File: src/rtl/core/streaming_find_replace_all_core_assert.svh
// Assertion macros for the streaming find-and-replace core.
// Included by the top level; expects clk_i and rst_ni in scope.
`ifndef STREAMING_FIND_REPLACE_ALL_CORE_ASSERT_SVH
`define STREAMING_FIND_REPLACE_ALL_CORE_ASSERT_SVH

// Clocked check that is switched off while reset is asserted.
`define SFR_ASSERT(label, prop, msg) \
  label: assert property (@(posedge clk_i) disable iff (!rst_ni) (prop)) else $error(msg);

// Clocked check that also holds during reset.
`define SFR_ASSERT_ALWAYS(label, prop, msg) \
  label: assert property (@(posedge clk_i) (prop)) else $error(msg);

`endif

File: src/rtl/core/sfr_pkg.sv
// Shared types and constants of the streaming find-and-replace core.
// No dependencies; used by every module of the core.
package sfr_pkg;

  // Window and replacement capacity in bytes.
  localparam int PatternMax = 8;
  localparam int ReplaceMax = 8;
  localparam int MaxBytes   = (PatternMax > ReplaceMax) ? PatternMax : ReplaceMax;
  localparam int QDepth     = 4;
  localparam logic [7:0]  CaseBit  = 8'h20;
  localparam logic [31:0] CountMax = 32'hFFFF_FFFF;

  // Configuration register indexes.
  typedef enum logic [2:0] {
    CfgPatternBytes     = 3'd0,
    CfgPatternLen       = 3'd1,
    CfgReplacementBytes = 3'd2,
    CfgReplacementLen   = 3'd3,
    CfgIgnoreCase       = 3'd4,
    CfgStartPosition    = 3'd5
  } cfg_idx_e;

  // One queued command: a burst of output bytes produced by one input byte.
  typedef struct packed {
    logic [8*MaxBytes-1:0] bytes;  // byte i in bits 8i+7:8i, sent first to last
    logic [3:0]            count;  // number of bytes, zero for a count-only result
    logic                  fin;    // last burst of the text
    logic [31:0]           tally;  // replacement count after this input byte
  } cmd_t;

  // Queue status seen by the top level.
  typedef struct packed {
    logic [2:0] count;
    logic       empty;
    logic       full;
  } q_stat_t;

endpackage

File: src/rtl/core/sfr_front.sv
// Front end: configuration registers, hold window and pattern matcher.
// Depends on sfr_pkg; produces at most one command per accepted input byte.
module sfr_front (
  input  logic              clk_i,
  input  logic              rst_ni,
  // configuration write channel
  input  logic              cfg_valid_i,
  input  logic [2:0]        cfg_index_i,
  input  logic [63:0]       cfg_data_i,
  // input byte stream
  input  logic              in_valid_i,
  output logic              in_ready_o,
  input  logic [7:0]        in_byte_i,
  input  logic              in_final_i,
  // command push toward the queue
  output logic              push_valid_o,
  input  logic              push_ready_i,
  output sfr_pkg::cmd_t     push_cmd_o
);

  logic [63:0] pat_bytes_q, rep_bytes_q;
  logic [3:0]  pat_len_q, rep_len_q;
  logic        ign_case_q;
  logic [31:0] start_pos_q;

  logic [sfr_pkg::PatternMax-1:0][7:0] win_q, win_d, win_app;
  logic [2:0]  hc_q, hc_d;
  logic [31:0] idx_q, idx_d;
  logic [31:0] tally_q, tally_d, tally_new;

  logic [3:0]  plen, rlen, hc_inc;
  logic        accept, pass, full, hit, all_eq;
  logic [3:0]  emit_cnt;

  // Configuration registers.
  always_ff @(posedge clk_i or negedge rst_ni) begin
    if (!rst_ni) begin
      pat_bytes_q <= '0;
      pat_len_q   <= 4'd1;
      rep_bytes_q <= '0;
      rep_len_q   <= '0;
      ign_case_q  <= 1'b0;
      start_pos_q <= '0;
    end else if (cfg_valid_i) begin
      unique case (sfr_pkg::cfg_idx_e'(cfg_index_i))
        sfr_pkg::CfgPatternBytes:     pat_bytes_q <= cfg_data_i;
        sfr_pkg::CfgPatternLen:       pat_len_q   <= cfg_data_i[3:0];
        sfr_pkg::CfgReplacementBytes: rep_bytes_q <= cfg_data_i;
        sfr_pkg::CfgReplacementLen:   rep_len_q   <= cfg_data_i[3:0];
        sfr_pkg::CfgIgnoreCase:       ign_case_q  <= cfg_data_i[0];
        sfr_pkg::CfgStartPosition:    start_pos_q <= cfg_data_i[31:0];
        default: ;
      endcase
    end
  end

  // Effective lengths with out-of-range values clamped.
  always_comb begin
    if (pat_len_q == 4'd0) begin
      plen = 4'd1;
    end else if (pat_len_q > 4'(sfr_pkg::PatternMax)) begin
      plen = 4'(sfr_pkg::PatternMax);
    end else begin
      plen = pat_len_q;
    end
    rlen = (rep_len_q > 4'(sfr_pkg::ReplaceMax)) ? 4'(sfr_pkg::ReplaceMax) : rep_len_q;
  end

  assign accept     = in_valid_i && push_ready_i;
  assign in_ready_o = push_ready_i;
  assign hc_inc     = {1'b0, hc_q} + 4'd1;

  // Window with the new byte appended after the held bytes.
  always_comb begin
    for (int i = 0; i < sfr_pkg::PatternMax; i++) begin
      win_app[i] = (3'(i) == hc_q) ? in_byte_i : win_q[i];
    end
  end

  // Compare the full window against the pattern, case folded if enabled.
  always_comb begin
    logic [7:0] a, p;
    all_eq = 1'b1;
    for (int i = 0; i < sfr_pkg::PatternMax; i++) begin
      a = win_app[i];
      p = pat_bytes_q[8*i +: 8];
      if (ign_case_q) begin
        a = a | sfr_pkg::CaseBit;
        p = p | sfr_pkg::CaseBit;
      end
      if ((4'(i) < plen) && (a != p)) begin
        all_eq = 1'b0;
      end
    end
  end

  assign pass = (idx_q < start_pos_q) || ({1'b0, hc_q} >= plen);
  assign full = !pass && (hc_inc == plen);
  assign hit  = full && all_eq;

  // Number of bytes this input byte releases.
  always_comb begin
    if (hit) begin
      emit_cnt = rlen;
    end else if (pass || in_final_i) begin
      emit_cnt = hc_inc;
    end else if (full) begin
      emit_cnt = 4'd1;
    end else begin
      emit_cnt = 4'd0;
    end
  end

  assign tally_new = (hit && (tally_q != sfr_pkg::CountMax)) ? tally_q + 32'd1 : tally_q;

  // Command toward the back end.
  always_comb begin
    push_cmd_o.bytes = hit ? rep_bytes_q : win_app;
    push_cmd_o.count = emit_cnt;
    push_cmd_o.fin   = in_final_i;
    push_cmd_o.tally = tally_new;
  end
  assign push_valid_o = accept && ((emit_cnt != 4'd0) || in_final_i);

  // Next window state.
  always_comb begin
    win_d   = win_q;
    hc_d    = hc_q;
    tally_d = tally_new;
    idx_d   = (idx_q == sfr_pkg::CountMax) ? idx_q : idx_q + 32'd1;
    if (pass || hit) begin
      hc_d = 3'd0;
    end else if (full) begin
      for (int i = 0; i < sfr_pkg::PatternMax - 1; i++) begin
        win_d[i] = win_app[i+1];
      end
      win_d[sfr_pkg::PatternMax-1] = win_app[sfr_pkg::PatternMax-1];
      hc_d = 3'(plen - 4'd1);
    end else begin
      win_d = win_app;
      hc_d  = hc_inc[2:0];
    end
    if (in_final_i) begin
      hc_d    = 3'd0;
      idx_d   = '0;
      tally_d = '0;
    end
  end

  // Window, position and tally registers.
  always_ff @(posedge clk_i or negedge rst_ni) begin
    if (!rst_ni) begin
      win_q   <= '0;
      hc_q    <= '0;
      idx_q   <= '0;
      tally_q <= '0;
    end else if (accept) begin
      win_q   <= win_d;
      hc_q    <= hc_d;
      idx_q   <= idx_d;
      tally_q <= tally_d;
    end
  end

endmodule

File: src/rtl/core/sfr_queue.sv
// Command queue between the front end and the back end.
// Depends on sfr_pkg; a small register FIFO with the head shown combinationally.
module sfr_queue (
  input  logic              clk_i,
  input  logic              rst_ni,
  input  logic              push_i,
  input  sfr_pkg::cmd_t     push_cmd_i,
  input  logic              pop_i,
  output sfr_pkg::cmd_t     head_o,
  output sfr_pkg::q_stat_t  stat_o
);

  localparam int PtrW = $clog2(sfr_pkg::QDepth);

  sfr_pkg::cmd_t     entry_q [sfr_pkg::QDepth];
  logic [PtrW-1:0]   wptr_q, rptr_q;
  logic [PtrW:0]     cnt_q;
  logic              do_push, do_pop;

  assign stat_o.count = 3'(cnt_q);
  assign stat_o.empty = (cnt_q == '0);
  assign stat_o.full  = (cnt_q == (PtrW+1)'(sfr_pkg::QDepth));

  assign do_push = push_i && !stat_o.full;
  assign do_pop  = pop_i && !stat_o.empty;
  assign head_o  = entry_q[rptr_q];

  // Entry storage.
  always_ff @(posedge clk_i) begin
    if (do_push) begin
      entry_q[wptr_q] <= push_cmd_i;
    end
  end

  // Pointers and fill count.
  always_ff @(posedge clk_i or negedge rst_ni) begin
    if (!rst_ni) begin
      wptr_q <= '0;
      rptr_q <= '0;
      cnt_q  <= '0;
    end else begin
      if (do_push) wptr_q <= wptr_q + PtrW'(1);
      if (do_pop)  rptr_q <= rptr_q + PtrW'(1);
      if (do_push && !do_pop) begin
        cnt_q <= cnt_q + (PtrW+1)'(1);
      end else if (do_pop && !do_push) begin
        cnt_q <= cnt_q - (PtrW+1)'(1);
      end
    end
  end

endmodule

File: src/rtl/core/sfr_back.sv
// Back end: serializes queued commands into output transactions.
// Depends on sfr_pkg; drives the registered output stream.
module sfr_back (
  input  logic              clk_i,
  input  logic              rst_ni,
  input  sfr_pkg::cmd_t     head_i,
  input  logic              q_empty_i,
  output logic              pop_o,
  output logic              out_valid_o,
  input  logic              out_ready_i,
  output logic [7:0]        out_byte_o,
  output logic              out_present_o,
  output logic              out_end_o,
  output logic [31:0]       out_total_o
);

  logic [2:0]  k_q, k_d;
  logic        vld_q;
  logic [7:0]  byte_q;
  logic        pres_q, end_q;
  logic [31:0] total_q;
  logic [3:0]  n_eff;
  logic        load, last;

  // A count-only command still yields one transaction.
  assign n_eff = (head_i.count == 4'd0) ? 4'd1 : head_i.count;
  assign last  = ({1'b0, k_q} + 4'd1) == n_eff;
  assign load  = !q_empty_i && (!vld_q || out_ready_i);
  assign pop_o = load && last;
  assign k_d   = pop_o ? 3'd0 : k_q + 3'd1;

  // Output register control.
  always_ff @(posedge clk_i or negedge rst_ni) begin
    if (!rst_ni) begin
      vld_q <= 1'b0;
      k_q   <= '0;
    end else begin
      if (load) begin
        vld_q <= 1'b1;
        k_q   <= k_d;
      end else if (out_ready_i) begin
        vld_q <= 1'b0;
      end
    end
  end

  // Output payload.
  always_ff @(posedge clk_i) begin
    if (load) begin
      byte_q  <= (head_i.count == 4'd0) ? 8'd0 : head_i.bytes[8*k_q +: 8];
      pres_q  <= (head_i.count != 4'd0);
      end_q   <= last && head_i.fin;
      total_q <= head_i.tally;
    end
  end

  assign out_valid_o   = vld_q;
  assign out_byte_o    = byte_q;
  assign out_present_o = pres_q;
  assign out_end_o     = end_q;
  assign out_total_o   = total_q;

endmodule

File: src/rtl/core/streaming_find_replace_all_core.sv
// Top level of the streaming find-and-replace core.
// Depends on sfr_pkg, sfr_front, sfr_queue, sfr_back and the assertion header.
//
// The core accepts one text byte per cycle and rewrites it: bytes before the
// start position pass through, later occurrences of the pattern (1 to 8 bytes,
// optionally case-insensitive) are replaced by the replacement text (0 to 8
// bytes). Each input byte releases between zero and eight output bytes; the
// front end classifies the byte as it is accepted and queues a burst command
// in a four-entry queue, and the back end sends the burst one byte per cycle
// from its output register while the receiver is ready. The input side keeps
// one byte per cycle as long as bursts average at most one byte per input
// byte; a burst occupies the back end until all of its bytes are sent, and
// the input stalls only while the queue is full. The final byte (tlast)
// flushes the held bytes and closes the text with tlast on the output; when
// nothing else is left, a count-only transaction (tuser low) carries the
// final replacement count.
`include "streaming_find_replace_all_core_assert.svh"

module streaming_find_replace_all_core (
  input  logic        clk_i,
  input  logic        rst_ni,
  // configuration write channel
  input  logic        cfg_valid_i,
  output logic        cfg_ready_o,
  input  logic [2:0]  cfg_index_i,
  input  logic [63:0] cfg_data_i,
  // input stream
  input  logic        s_axis_tvalid,
  output logic        s_axis_tready,
  input  logic [7:0]  s_axis_tdata,   // text_byte[7:0]
  input  logic        s_axis_tlast,   // is_final
  // output stream
  output logic        m_axis_tvalid,
  input  logic        m_axis_tready,
  output logic [39:0] m_axis_tdata,   // out_byte[7:0], replace_total[39:8]
  output logic        m_axis_tuser,   // byte_present
  output logic        m_axis_tlast    // end_of_text
);

  sfr_pkg::cmd_t    push_cmd, head;
  sfr_pkg::q_stat_t q_stat;
  logic             push_valid, pop;
  logic [7:0]       out_byte;
  logic [31:0]      out_total;

  assign cfg_ready_o = 1'b1;

  // Front end: configuration, window and matching.
  sfr_front u_front (
    .clk_i        (clk_i),
    .rst_ni       (rst_ni),
    .cfg_valid_i  (cfg_valid_i),
    .cfg_index_i  (cfg_index_i),
    .cfg_data_i   (cfg_data_i),
    .in_valid_i   (s_axis_tvalid),
    .in_ready_o   (s_axis_tready),
    .in_byte_i    (s_axis_tdata),
    .in_final_i   (s_axis_tlast),
    .push_valid_o (push_valid),
    .push_ready_i (!q_stat.full),
    .push_cmd_o   (push_cmd)
  );

  // Burst command queue.
  sfr_queue u_queue (
    .clk_i      (clk_i),
    .rst_ni     (rst_ni),
    .push_i     (push_valid),
    .push_cmd_i (push_cmd),
    .pop_i      (pop),
    .head_o     (head),
    .stat_o     (q_stat)
  );

  // Back end: byte serializer and output register.
  sfr_back u_back (
    .clk_i         (clk_i),
    .rst_ni        (rst_ni),
    .head_i        (head),
    .q_empty_i     (q_stat.empty),
    .pop_o         (pop),
    .out_valid_o   (m_axis_tvalid),
    .out_ready_i   (m_axis_tready),
    .out_byte_o    (out_byte),
    .out_present_o (m_axis_tuser),
    .out_end_o     (m_axis_tlast),
    .out_total_o   (out_total)
  );

  assign m_axis_tdata = {out_total, out_byte};

  // Checks on the queue and the back end.
  `SFR_ASSERT(a_q_bound, q_stat.count <= 3'(sfr_pkg::QDepth), "queue count above depth")
  `SFR_ASSERT(a_out_from_queue, m_axis_tvalid && !$past(m_axis_tvalid) |-> $past(!q_stat.empty), "output raised without a queued command")
  `SFR_ASSERT(a_count_only_last, m_axis_tvalid && !m_axis_tuser |-> m_axis_tlast, "count-only transaction not at end of text")

endmodule

File: config.mk
export PLATFORM = sky130hd
export DESIGN_NAME = streaming_find_replace_all_core
export DESIGN_NICKNAME = d
export VERILOG_FILES = /design/src/rtl/core/sfr_pkg.sv /design/src/rtl/core/sfr_front.sv /design/src/rtl/core/sfr_queue.sv /design/src/rtl/core/sfr_back.sv /design/src/rtl/core/streaming_find_replace_all_core.sv
export VERILOG_INCLUDE_DIRS = /design/src /design/src/rtl/core
export SDC_FILE = /design/constraint.sdc
export NUM_CORES = 1
export LEC_CHECK = 0
export BUFFER_PORTS_ARGS = -buffer_cell sky130_fd_sc_hd__buf_2
export CORE_MARGIN = 2
export CORE_UTILIZATION = 48
export CTS_CLUSTER_DIAMETER = 200
export CTS_CLUSTER_SIZE = 12
export DETAILED_ROUTE_END_ITERATION = 7
export GPL_TIMING_DRIVEN = 0
export HOLD_SLACK_MARGIN = 0.05
export RECOVER_POWER = 100
export SYNTH_ARGS = -nofsm -noshare
export SYNTH_HDL_FRONTEND = slang
export SYNTH_SLANG_ARGS = --single-unit
File: constraint.sdc
create_clock -name clk_i -period 9.75 [get_ports clk_i]
set_input_delay 0.4875 -clock clk_i [delete_from_list [all_inputs] [get_ports clk_i]]
set_output_delay 0.4875 -clock clk_i [all_outputs]
set_load 0.01 [all_outputs]
=== Yosys cells after proc, flatten, opt, wreduce, memory -nomap -nowiden ===
Memories as Yosys holds them, arrays and structs flattened.
Index checks and enable logic that the tools add are counted.

* Register bits: 353
* Bits in writable memories: 404
* Logic and storage cells: 180
* Memories kept: 1

* $add $sub $neg: 10
* Magnitude comparators: 12
* Equality and inequality tests: 26
* Shifts and indexed selects: 1
* Multiplexer cells: 55
* Bitwise gates (word level): 1
* Reduce and logical (&&, ||, !) cells: 48

{| class="wikitable"
|+ Memory list
! memory !! words !! width !! rd ports !! clocked after memory_dff !! write ports !! RTL line !! source
|-
| u_queue.entry_q || 4 || 101 || 1 || 0 || 1 || sfr_queue.sv:15 || <nowiki>sfr_pkg::cmd_t entry_q [sfr_pkg::QDepth];</nowiki>
|}

{| class="wikitable"
|+ Operators with widths
! operator !! count
|-
| two-way mux 32 bit || 4
|-
| two-way mux 6 bit || 16
|-
| adder 32 x 1 -> 32 bit, second input constant || 2
|-
| two-way mux 64 bit || 1
|-
| two-way mux 8 bit || 8
|-
| inequality test 8 bit || 8
|-
| variable part select 64 x 7 -> 8 bit || 1
|-
| two-way mux 56 bit || 1
|-
| equality test 32 bit, second input constant || 1
|-
| < comparator 32 bit || 1
|-
| inequality test 32 bit, second input constant || 1
|-
| two-way mux 4 bit || 6
|-
| logical AND 1 bit || 20
|-
| two-way mux 3 bit || 6
|-
| < comparator 3 x 4 -> 1 bit, first input constant || 4
|-
| AND reduction 2 bit || 8
|-
| two-way mux 1 bit || 13
|-
| equality test 3 bit, first input constant || 4
|-
| equality test 3 bit, second input constant || 3
|-
| zero test 3 bit || 3
|-
| adder 3 x 1 -> 4 bit, second input constant || 2
|-
| equality test 4 bit || 2
|-
| > comparator 4 bit, second input constant || 2
|-
| zero test 4 bit || 2
|-
| other kinds (16) || 34
|}

=== Logic depth before layout (Yosys ltp) ===
Gate-level depths: netlist of run 1.

* Depth in word-level cells: 23
* Mapped depth: 20
* Gate-level depth less buffers: 19

=== Hierarchy ===
From an unflattened synthesis of run 1, not the netlist that was laid out.

* Cell total of the unflattened synthesis: 2,325
* Area total of the unflattened synthesis: 34,509.3 sq um

{| class="wikitable"
|+ Modules (own cells, without submodules)
! module !! times used !! cells each !! area an instance (sq um) !! sequential area each (sq um)
|-
| sfr_front || 1 || 1,630 || 17,315.4 || 7,508.5
|-
| sfr_queue || 1 || 564 || 15,063.2 || 12,306.8
|-
| sfr_back || 1 || 128 || 2,115.8 || 1,361.3
|-
| streaming_find_replace_all_core || 1 || 3 || 15.0 || 0.0
|}

=== Worst setup path before layout of run 1 ===
Ideal clock, no wire load.

* Path kind: register -> register
* Start: reg u_front.hc_q[0]
* End: mem u_queue.entry_q[0][0] (netlist name) (enable)
* Data arrival time: 6,538 ps
* Required time: 9,188 ps
* Setup slack: 2,650 ps
* Stages on the path, launching flop included: 13
* Path buffers: 1
* Period minus slack after synthesis: 7,100 ps
* Cell sequence: dfrtp_1 ha_1 ha_1 clkbuf_1 mux2i_1 xor2_1 nor2_1 o31a_1 nor2_1 and4_1 nand2_2 o31ai_4 nor2_1

* Cells in the longest elaborated chain, start to end: 21

{| class="wikitable"
|+ RTL lines
! element !! RTL line !! source
|-
| start: declaration || sfr_front.sv:27 || <nowiki>logic [2:0] hc_q, hc_d;</nowiki>
|-
| start signal: assignment || sfr_front.sv:154 || <nowiki>hc_q <= '0;</nowiki>
|-
| start signal: assignment || sfr_front.sv:159 || <nowiki>hc_q <= hc_d;</nowiki>
|-
| zero test 3 bit || sfr_front.sv:76 || <nowiki>win_app[i] = (3'(i) == hc_q) ? in_byte_i : win_q[i];</nowiki>
|-
| two-way mux 8 bit || sfr_front.sv:76 ||
|-
| two-way mux 6 bit || sfr_front.sv:87 || <nowiki>if (ign_case_q) begin</nowiki>
|-
| inequality test 8 bit || sfr_front.sv:91 || <nowiki>if ((4'(i) < plen) && (a != p)) begin</nowiki>
|-
| logical AND 1 bit || sfr_front.sv:91 ||
|-
| two-way mux 1 bit (8 in a row) || sfr_front.sv:91 ||
|-
| logical AND 1 bit || sfr_front.sv:99 || <nowiki>assign hit = full && all_eq;</nowiki>
|-
| two-way mux 4 bit * || sfr_front.sv:103 || <nowiki>if (hit) begin</nowiki>
|-
| nonzero test 4 bit * || sfr_front.sv:123 || <nowiki>assign push_valid_o = accept && ((emit_cnt != 4'd0) || in_final_i);</nowiki>
|-
| logical OR 1 bit * || sfr_front.sv:123 ||
|-
| logical AND 1 bit * || sfr_front.sv:123 ||
|-
| logical AND 1 bit * || sfr_queue.sv:24 || <nowiki>assign do_push = push_i && !stat_o.full;</nowiki>
|-
| two-way mux 1 bit * || sfr_queue.sv:30 || <nowiki>if (do_push) begin</nowiki>
|-
| two-way mux 1 bit (implied by the code) * || sfr_queue.sv:31 || <nowiki>entry_q[wptr_q] <= push_cmd_i;</nowiki>
|-
| end: declaration || sfr_queue.sv:15 ||
|}

Every way passes the cells marked *; elsewhere a longest branch is shown, timed or not.

=== Worst setup path after layout of run 1 ===
* Start: reg u_front.hc_q[0]
* End: mem u_queue.entry_q[1][71] (netlist name) (enable)

The elaborated chain is that of the path after synthesis.

==> results of run 1 <==
==> report_power, final <==
part           leakage (nW)  switching, mW  internal, mW
logic                  5.48           1.31         0.988
registers              8.05          0.250          4.13
clock network         0.979           1.17          1.40
==> worst max-delay path by stage <==
| stage | startpoint | endpoint | slack, ps | cells past startpoint |
|---|---|---|---|---|
| 2_1_floorplan | u_front.hc_q[0] | u_queue.entry_q[0][0] | 2650 | 12 |
| 3_3_place_gp | u_front.hc_q[0] | u_queue.entry_q[1][98] | -2020 | 11 |
| 3_5_place_dp | u_front.hc_q[0] | u_queue.cnt_q[1] | 4340 | 16 |
| 4_1_cts | u_front.hc_q[0] | u_queue.cnt_q[1] | 4300 | 16 |
| 5_1_grt | u_front.hc_q[0] | u_queue.entry_q[1][87] | 2030 | 14 |
| 6_report | u_front.hc_q[0] | u_queue.entry_q[1][71] | 2530 | 14 |
==> stage by stage <==
| stage | cell area [um^2] | hold WS [ps] | total power, mW |
|---|---|---|---|
| floorplan | 34270 | 191.9 | 5.970 |
| global placement | 36020 | 466.7 | 6.785 |
| detailed placement | 36540 | 474.7 | 6.848 |
| CTS | 38580 | 67.55 | 9.429 |
| global route | 38210 | 95.16 | 9.702 |
| finish | 38220 | 95.28 | 9.256 |
==> state kept, by name, indices dropped and copies added (netlist names), 32 cells and up <==
signal	flops
u_front.win_q	64
u_front.start_pos_q	32
u_queue.entry_q	404
u_back.out_total_o	32
u_front.pat_bytes_q	64
u_front.tally_q	32
u_front.idx_q	32
u_front.rep_bytes_q	64
==> layout make-up <==
class	count	area (um^2)
diodes	6	15.01
plain buffers	137	581.8
clock buffers	112	1994
clock inverters	4	45.04
fillers	5895	32180
inverters	84	315.3
multi-input cells	1316	12010
flip-flops and latches	757	21180
well taps	940	1176
repair buffers	138	907.1
==> Yosys cell counts, drive strengths merged (17+ instances only) <==
cell type	instances
nand2	76
edfxtp	446
mux2i	130
mux2	222
o311ai	22
buf	48
o21ai	21
nor3	126
nor2	69
xnor2	64
inv	84
mux4	117
clkbuf	89
xor2	69
nor4	17
nand4	39
nand3	49
a21oi	88
dfrtp	310
and3	22
ha	50
==> routing by layer <==
metal	wire length [um]	up-vias	track usage, %	part of all wire, %
li1	-	9137	-	-
met1	39550	10660	35.10	45
met2	41590	656	38.37	47
met3	5407	120	3.945	6.1
met4	1930	2	6.839	2.2
met5	13	-	0	0.015
==> logic make-up after synthesis <==
logic type | after synthesis
buffers and inverters | 221
flip-flops | 757
XOR/XNOR | 133
other | 1
AO/OA/AOI/OAI | 201
AND/OR/NAND/NOR | 461
multiplexers | 469
adder cells (fa/ha/maj) | 51
==> worst max-delay path, cell delays in order (launching register included) <==
cell and delay [ps]:
sky130_fd_sc_hd__dfrtp_1 510, sky130_fd_sc_hd__ha_1 230, sky130_fd_sc_hd__ha_1 180, sky130_fd_sc_hd__clkbuf_1 580, sky130_fd_sc_hd__mux2i_1 560, sky130_fd_sc_hd__xor2_1 120, sky130_fd_sc_hd__nand4_1 130, sky130_fd_sc_hd__nor4_1 80
sky130_fd_sc_hd__o21ai_0 150, sky130_fd_sc_hd__nor4_1 160, sky130_fd_sc_hd__a21oi_1 590, sky130_fd_sc_hd__o31ai_1 380, sky130_fd_sc_hd__nor2_1 1630, sky130_fd_sc_hd__buf_12 280, sky130_fd_sc_hd__clkbuf_1 1200
==> timing repair <==
item | in CTS | in global routing
hold endpoints to repair | 60 | 0
buffers inserted | 0 | 0
hold buffers | 1 | 0
==> summary.md, run 1 <==
## Synthesis
• **synthesized-area fraction occupied by ao, oa, aoi and oai cells** 3.966%
• **number of distinct standard cells referenced by the synthesized netlist** 72
• **#FFs+latches synth** 757
• **count of flip-flops with a built-in enable after synthesis** 446
• **cell area after technology mapping** 0.03427 mm^2
• **Synth warnings** 0
• **dominant combinational cell family by area after synthesis** multiplexers
• **cells after synthesis** 2294
• **Yosys top cell area share** 39.09%
• **most common flop cell mapped by yosys** sky130_fd_sc_hd__edfxtp_1
• **parity-gate share of the synthesized area counting xor and xnor cells** 3.400%
• **synthesized netlist net count** 2426
• **part of the Yosys area used for sequential elements** 61.80%
• **Avg Inst Size Synth** 14.94 um^2
• **fraction of the mapped netlist area in adder cells** 1.884%
• **multiplexer fraction of the synthesized cell area** 18.84%
• **share of synthesized registers carrying an async set or reset** 41.08%
• **post-synthesis simple-gate area fraction** 7.340%
• **ranking of synthesized cells by area** sky130_fd_sc_hd__edfxtp_1, sky130_fd_sc_hd__dfrtp_1, sky130_fd_sc_hd__mux4_2
• **cell type with the largest total area after synthesis** sky130_fd_sc_hd__edfxtp_1

## Setup path
• **required time at the worst-slack endpoint** 9970 ps
• **type of the worst setup path** reg -> reg
• **kind of launch point of the worst setup path** flip-flop
• **endpoint of the worst-slack reg-to-reg timing path** u_queue.entry_q[1][71]
• **arrival time at the worst endpoint** 7440 ps
• **R2R setup slack** 2530 ps
• **depth of the worst register-to-register path** 14
• **endpoint class of the critical path** flip-flop
• **crit path max fanout** 24
• **worst r2r src** u_front.hc_q[0]

## Floorplanning
• **row cnt** 97
• **Core Box Area** 0.07039 mm^2
• **area of the die** 0.07354 mm^2
• **# IOs** 126
• **width of the die** 271.2 um
• **DIE HEIGHT** 271.2 um
• **Initial Util** 48.68%

## STA
• **Tightest Pin Transition** 3803 ps
• **RSZ-0062 raised after global routing** false
• **worst max-slew margin expressed relative to the limit** -153.5%
• **Final Critical Period** 7223 ps
• **final setup violation count** 0
• **Final period util** 74.08%
• **post-route worst setup slack** 2527 ps
• **number of hold violations in the final report** 0
• **summed negative setup slack over all endpoints** 0 ps
• **max-slew violation count** 200
• **final clock skew** 27.45 ps
• **highest achievable clock rate** 138.5 MHz

## Cells and area
• **final cell count without fillers** 3494
• **synthesis-to-finish area growth** 11.53%
• **leading cell types in the layout, fill and taps excluded** sky130_fd_sc_hd__edfxtp_1, sky130_fd_sc_hd__dfrtp_1, sky130_fd_sc_hd__mux2_2
• **final design utilization** 54.29%
• **ratio of cells with drive above 1 in the final layout** 20.60%
• **net total in the final layout** 2639
• **most common cell after layout, fill and taps aside** sky130_fd_sc_hd__edfxtp_1

## Outcome
• **failing checks** max-capacitance violations, max-slew violations
• **status** finished, violations left

## Power and ir drop
• **worst ir drop on vdd** 131.3 uV
• **Power per Cell Area** 242.2 mW/mm^2
• **cell leakage power** 14.51 nW

## Routing
• **Detailed Routing Iterations Pass 1** 7
• **Vias/cell** 5.888
• **DRT antenna net count** 0
• **via count** 20570
• **total DRC errors in the routed layout** 0
• **number of DRC markers in iteration 0** 1645
• **routed wirelength normalized by instance count** 25.33 um
• **wire length after detailed routing** 88490 um

## GRT
• **via count of the first global-routing pass** 21200
• **first-pass GRT wire length** 133600 um
• **largest net degree at the start of global routing** 94
• **final global-route overflow total** 0
• **initial antenna violation count** 7
• **global-route usage over all layers** 24.29%

## Clocking
• **# clock sinks** 757
• **clock tree root driver cell** sky130_fd_sc_hd__clkbuf_16
• **register clock-pin slew on the reported worst setup and hold paths** 70 ps
• **number of gates resized after cts** 0
• **clock buffers created by TritonCTS** 73
• **maximum level of the CTS H-tree** 3
• **clock tree from TritonCTS** built
• **clock latency at the later pin of the worst-skew pair** 620 ps
• **maximum number of buffers from clock root to sink** 3

## Place
• **Detailed Place HPWL** 63380 um
• **Post-Place Worst Slack** 4344 ps
• **DP Cell Count** 3371
• **count of input and output buffers** 116
• **Final GP Congestion** 0.8459

## Worst hold path
• **classification of the worst-slack hold path** in -> reg
• **hold wc startpoint** m_axis_tready
• **endpoint of the worst hold-timing path** u_back.out_valid_o
• **Hold Crit Depth** 2

## Flow run
• **count of maximum capacitance violations** 7

Note: power is estimated with default switching activity, not from simulation.
==> run 2: changes to the inputs <==
--- a/config.mk
+++ b/config.mk
@@ -14,6 +14,7 @@
 export DETAILED_ROUTE_END_ITERATION = 7
 export GPL_TIMING_DRIVEN = 0
 export HOLD_SLACK_MARGIN = 0.05
+export PLACE_DENSITY = 0.67
 export RECOVER_POWER = 100
 export SYNTH_ARGS = -nofsm -noshare
 export SYNTH_HDL_FRONTEND = slang
==> constraint.sdc (replaced) <==
create_clock -name clk_i -period 5.9 [get_ports clk_i]
set_input_delay 0.295 -clock clk_i [delete_from_list [all_inputs] [get_ports clk_i]]
set_output_delay 0.295 -clock clk_i [all_outputs]
set_load 0.01 [all_outputs]
==> summary.md, run 2 (synthesis gave the netlist of run 1 again) <==
## Outcome
• **status** finished, violations left, unchanged
• **failing checks** max-capacitance violations, max-slew violations, unchanged

## Worst hold path
• **Hold Crit Depth** 2, unchanged
• **hold wc startpoint** cfg_data_i[1], was m_axis_tready
• **endpoint of the worst hold-timing path** u_front.pat_len_q[1], was u_back.out_valid_o
• **classification of the worst-slack hold path** in -> reg, unchanged

## STA
• **post-route worst setup slack** 274.1 ps, was 2527 ps
• **max-slew violation count** 141, was 200
• **RSZ-0062 raised after global routing** false, unchanged
• **final worst hold slack** 67.68 ps, was 95.28 ps
• **final clock skew** 34.26 ps, was 27.45 ps
• **summed negative setup slack over all endpoints** 0 ps, unchanged
• **number of hold violations in the final report** 0, unchanged
• **Final Critical Period** 5626 ps, was 7223 ps
• **highest achievable clock rate** 177.8 MHz, was 138.5 MHz
• **Tightest Pin Transition** 3226 ps, was 3803 ps
• **final setup violation count** 0, unchanged
• **worst max-slew margin expressed relative to the limit** -115.0%, was -153.5%
• **Final period util** 95.35%, was 74.08%

## Power and ir drop
• **post-route total power** 15.51 mW, was 9.256 mW
• **switching part of the total power** 29.66%, was 29.53%
• **combinational share of power** 24.9%, was 24.8%
• **proportion of power drawn by flip-flops and latches** 46.8%, was 47.3%
• **Psw** 4.601 mW, was 2.733 mW
• **share of power burned in the clock network** 28.3%, was 27.8%
• **cell leakage power** 14.86 nW, was 14.51 nW
• **Internal Pwr Total** 10.91 mW, was 6.523 mW
• **worst ir drop on vdd** 251.9 uV, was 131.3 uV
• **Power per Cell Area** 397.4 mW/mm^2, was 242.2 mW/mm^2

## Flow run
• **count of maximum capacitance violations** 2, was 7

## Floorplanning
• **# IOs** 126, unchanged
• **width of the die** 271.2 um, unchanged
• **Initial Util** 48.68%, unchanged
• **area of the die** 0.07354 mm^2, unchanged
• **DIE HEIGHT** 271.2 um, unchanged
• **row cnt** 97, unchanged
• **Core Box Area** 0.07039 mm^2, unchanged

## Cells and area
• **leading cell types in the layout, fill and taps excluded** sky130_fd_sc_hd__edfxtp_1, sky130_fd_sc_hd__dfrtp_1, sky130_fd_sc_hd__mux2_2, unchanged
• **number of flip-flops in the largest register** 404, unchanged
• **ratio of cells with drive above 1 in the final layout** 20.62%, was 20.60%
• **most common cell after layout, fill and taps aside** sky130_fd_sc_hd__edfxtp_1, unchanged
• **net total in the final layout** 2704, was 2639
• **final design utilization** 55.44%, was 54.29%
• **final instance area** 0.03903 mm^2, was 0.03822 mm^2
• **fill cell count** 5707, was 5895
• **final cell count without fillers** 3568, was 3494
• **Largest Register** u_queue.entry_q, unchanged
• **synthesis-to-finish area growth** 13.90%, was 11.53%

## Routing
• **DRT antenna net count** 0, unchanged
• **via count** 21210, was 20570
• **Detailed Routing Iterations Pass 1** 7, unchanged
• **total DRC errors in the routed layout** 0, unchanged
• **routed wirelength normalized by instance count** 24.66 um, was 25.33 um
• **number of DRC markers in iteration 0** 2060, was 1645
• **Vias/cell** 5.943, was 5.888
• **wire length after detailed routing** 88000 um, was 88490 um

## Setup path
• **worst r2r src** u_front.hc_q[0], unchanged
• **type of the worst setup path** reg -> reg, unchanged
• **crit path max fanout** 10, was 24
• **slowest stage delay, CP** 820 ps, was 1630 ps
• **kind of launch point of the worst setup path** flip-flop, unchanged
• **R2R setup slack** 270 ps, was 2530 ps
• **required time at the worst-slack endpoint** 6280 ps, was 9970 ps
• **cell breakdown of the critical path** ha_1, ha_1, clkbuf_1, mux2i_1, xor2_1, nand3_1, o31a_1, nor2_1, nand4_2, nor2_1, clkbuf_1, and3_1, xor2_1, was ha_1, ha_1, clkbuf_1, mux2i_1, xor2_1, nand4_1, nor4_1, o21ai_0, nor4_1, a21oi_1, o31ai_1, nor2_1, buf_12, clkbuf_1
• **CP max stage cell** sky130_fd_sc_hd__nor2_1, unchanged
• **depth of the worst register-to-register path** 13, was 14
• **endpoint class of the critical path** flip-flop, unchanged
• **arrival time at the worst endpoint** 6010 ps, was 7440 ps
• **endpoint of the worst-slack reg-to-reg timing path** u_queue.entry_q[0][13], was u_queue.entry_q[1][71]

## GRT
• **first-pass GRT wire length** 133400 um, was 133600 um
• **initial antenna violation count** 8, was 7
• **via count of the first global-routing pass** 21550, was 21200
• **global-route usage over all layers** 24.05%, was 24.29%
• **final global-route overflow total** 0, unchanged
• **largest net degree at the start of global routing** 121, was 94

## Place
• **DP Cell Count** 3371, unchanged
• **count of input and output buffers** 116, unchanged
• **cell area reported after detailed placement** 0.03655 mm^2, was 0.03654 mm^2
• **Post-Place Worst Slack** 588.6 ps, was 4344 ps
• **Detailed Place HPWL** 62730 um, was 63380 um
• **Final GP Congestion** 0.8774, was 0.8459

## Clocking
• **maximum number of buffers from clock root to sink** 3, unchanged
• **clock buffers created by TritonCTS** 73, unchanged
• **register clock-pin slew on the reported worst setup and hold paths** 70 ps, about the same
• **clock tree from TritonCTS** built, unchanged
• **# clock sinks** 757, unchanged
• **maximum level of the CTS H-tree** 3, unchanged
• **clock tree root driver cell** sky130_fd_sc_hd__clkbuf_16, unchanged
• **number of gates resized after cts** 0, unchanged
• **clock latency at the later pin of the worst-skew pair** 630 ps, was 620 ps

[run 2: cell types whose count changed in the layout (fill, tap and decap cells not counted), moves of 4 or more]
cell,change
sky130_fd_sc_hd__dlygate4sd3_1,+65
sky130_fd_sc_hd__clkbuf_2,+6
sky130_fd_sc_hd__nor2_1,-4
sky130_fd_sc_hd__nor2_2,+4
[run 2: final cells by class]
class | count | area, um^2 | area share (%)
Antenna cell | 4 | 10.01 | 0.02565
Buffer | 137 | 599.3 | 1.536
Clock buffer | 122 | 2074 | 5.315
Clock inverter | 5 | 80.08 | 0.2052
Inverter | 84 | 315.3 | 0.8079
Multi-Input combinational cell | 1316 | 12040 | 30.85
Sequential cell | 757 | 21180 | 54.26
Tap cell | 940 | 1176 | 3.014
Timing Repair Buffer | 203 | 1554 | 3.982
[run 2: how the worst max path moves through the flow]
stage          slack [ps]             from                      to  cells after the start
2_1_floorplan       -1200  u_front.hc_q[0]   u_queue.entry_q[0][0]                     12
3_3_place_gp        -5700  u_front.hc_q[0]  u_queue.entry_q[0][88]                     12
3_5_place_dp          590  u_front.hc_q[0]        u_queue.cnt_q[1]                     16
4_1_cts               520  u_front.hc_q[0]        u_queue.cnt_q[1]                     16
5_1_grt               140  u_front.hc_q[0]       u_front.win_q[54]                     14
6_report              270  u_front.hc_q[0]  u_queue.entry_q[0][13]                     13
[run 2: power groups by stage]
stage	clock network [mW]	logic (mW)	registers, mW
floorplan	0	2.48	7.38
finish	4.40	3.86	7.25
global route	4.67	4.17	7.35
global placement	0	3.69	7.49
detailed placement	0	3.98	7.34
CTS	4.46	4.03	7.24
[run 2: timing repair]
item | 4_1_cts | 5_1_grt
setup buffers | 0 | 0
hold buffers | 66 | 0
endpoints found under the hold margin | 280 | 0
[run 2: per-layer routing]
layer | global-route usage [%] | share of wire, %
met5 | 0 | 0.044
met4 | 7.663 | 2.7
met3 | 5.024 | 7.6
met2 | 37.99 | 48
met1 | 33.62 | 42
[run 2: worst max-delay path: cells and delay by family (launching register included)]
kind / cells / cell delay (ps)
DFF: 1 / 510
xor gates and xnor gates: 2 / 590
muxes: 1 / 720
AOI/OAI and AO/OA: 1 / 410
and+or+nand+nor: 5 / 1760
buffers and inverters: 2 / 1000
adders and majority gates: 2 / 380
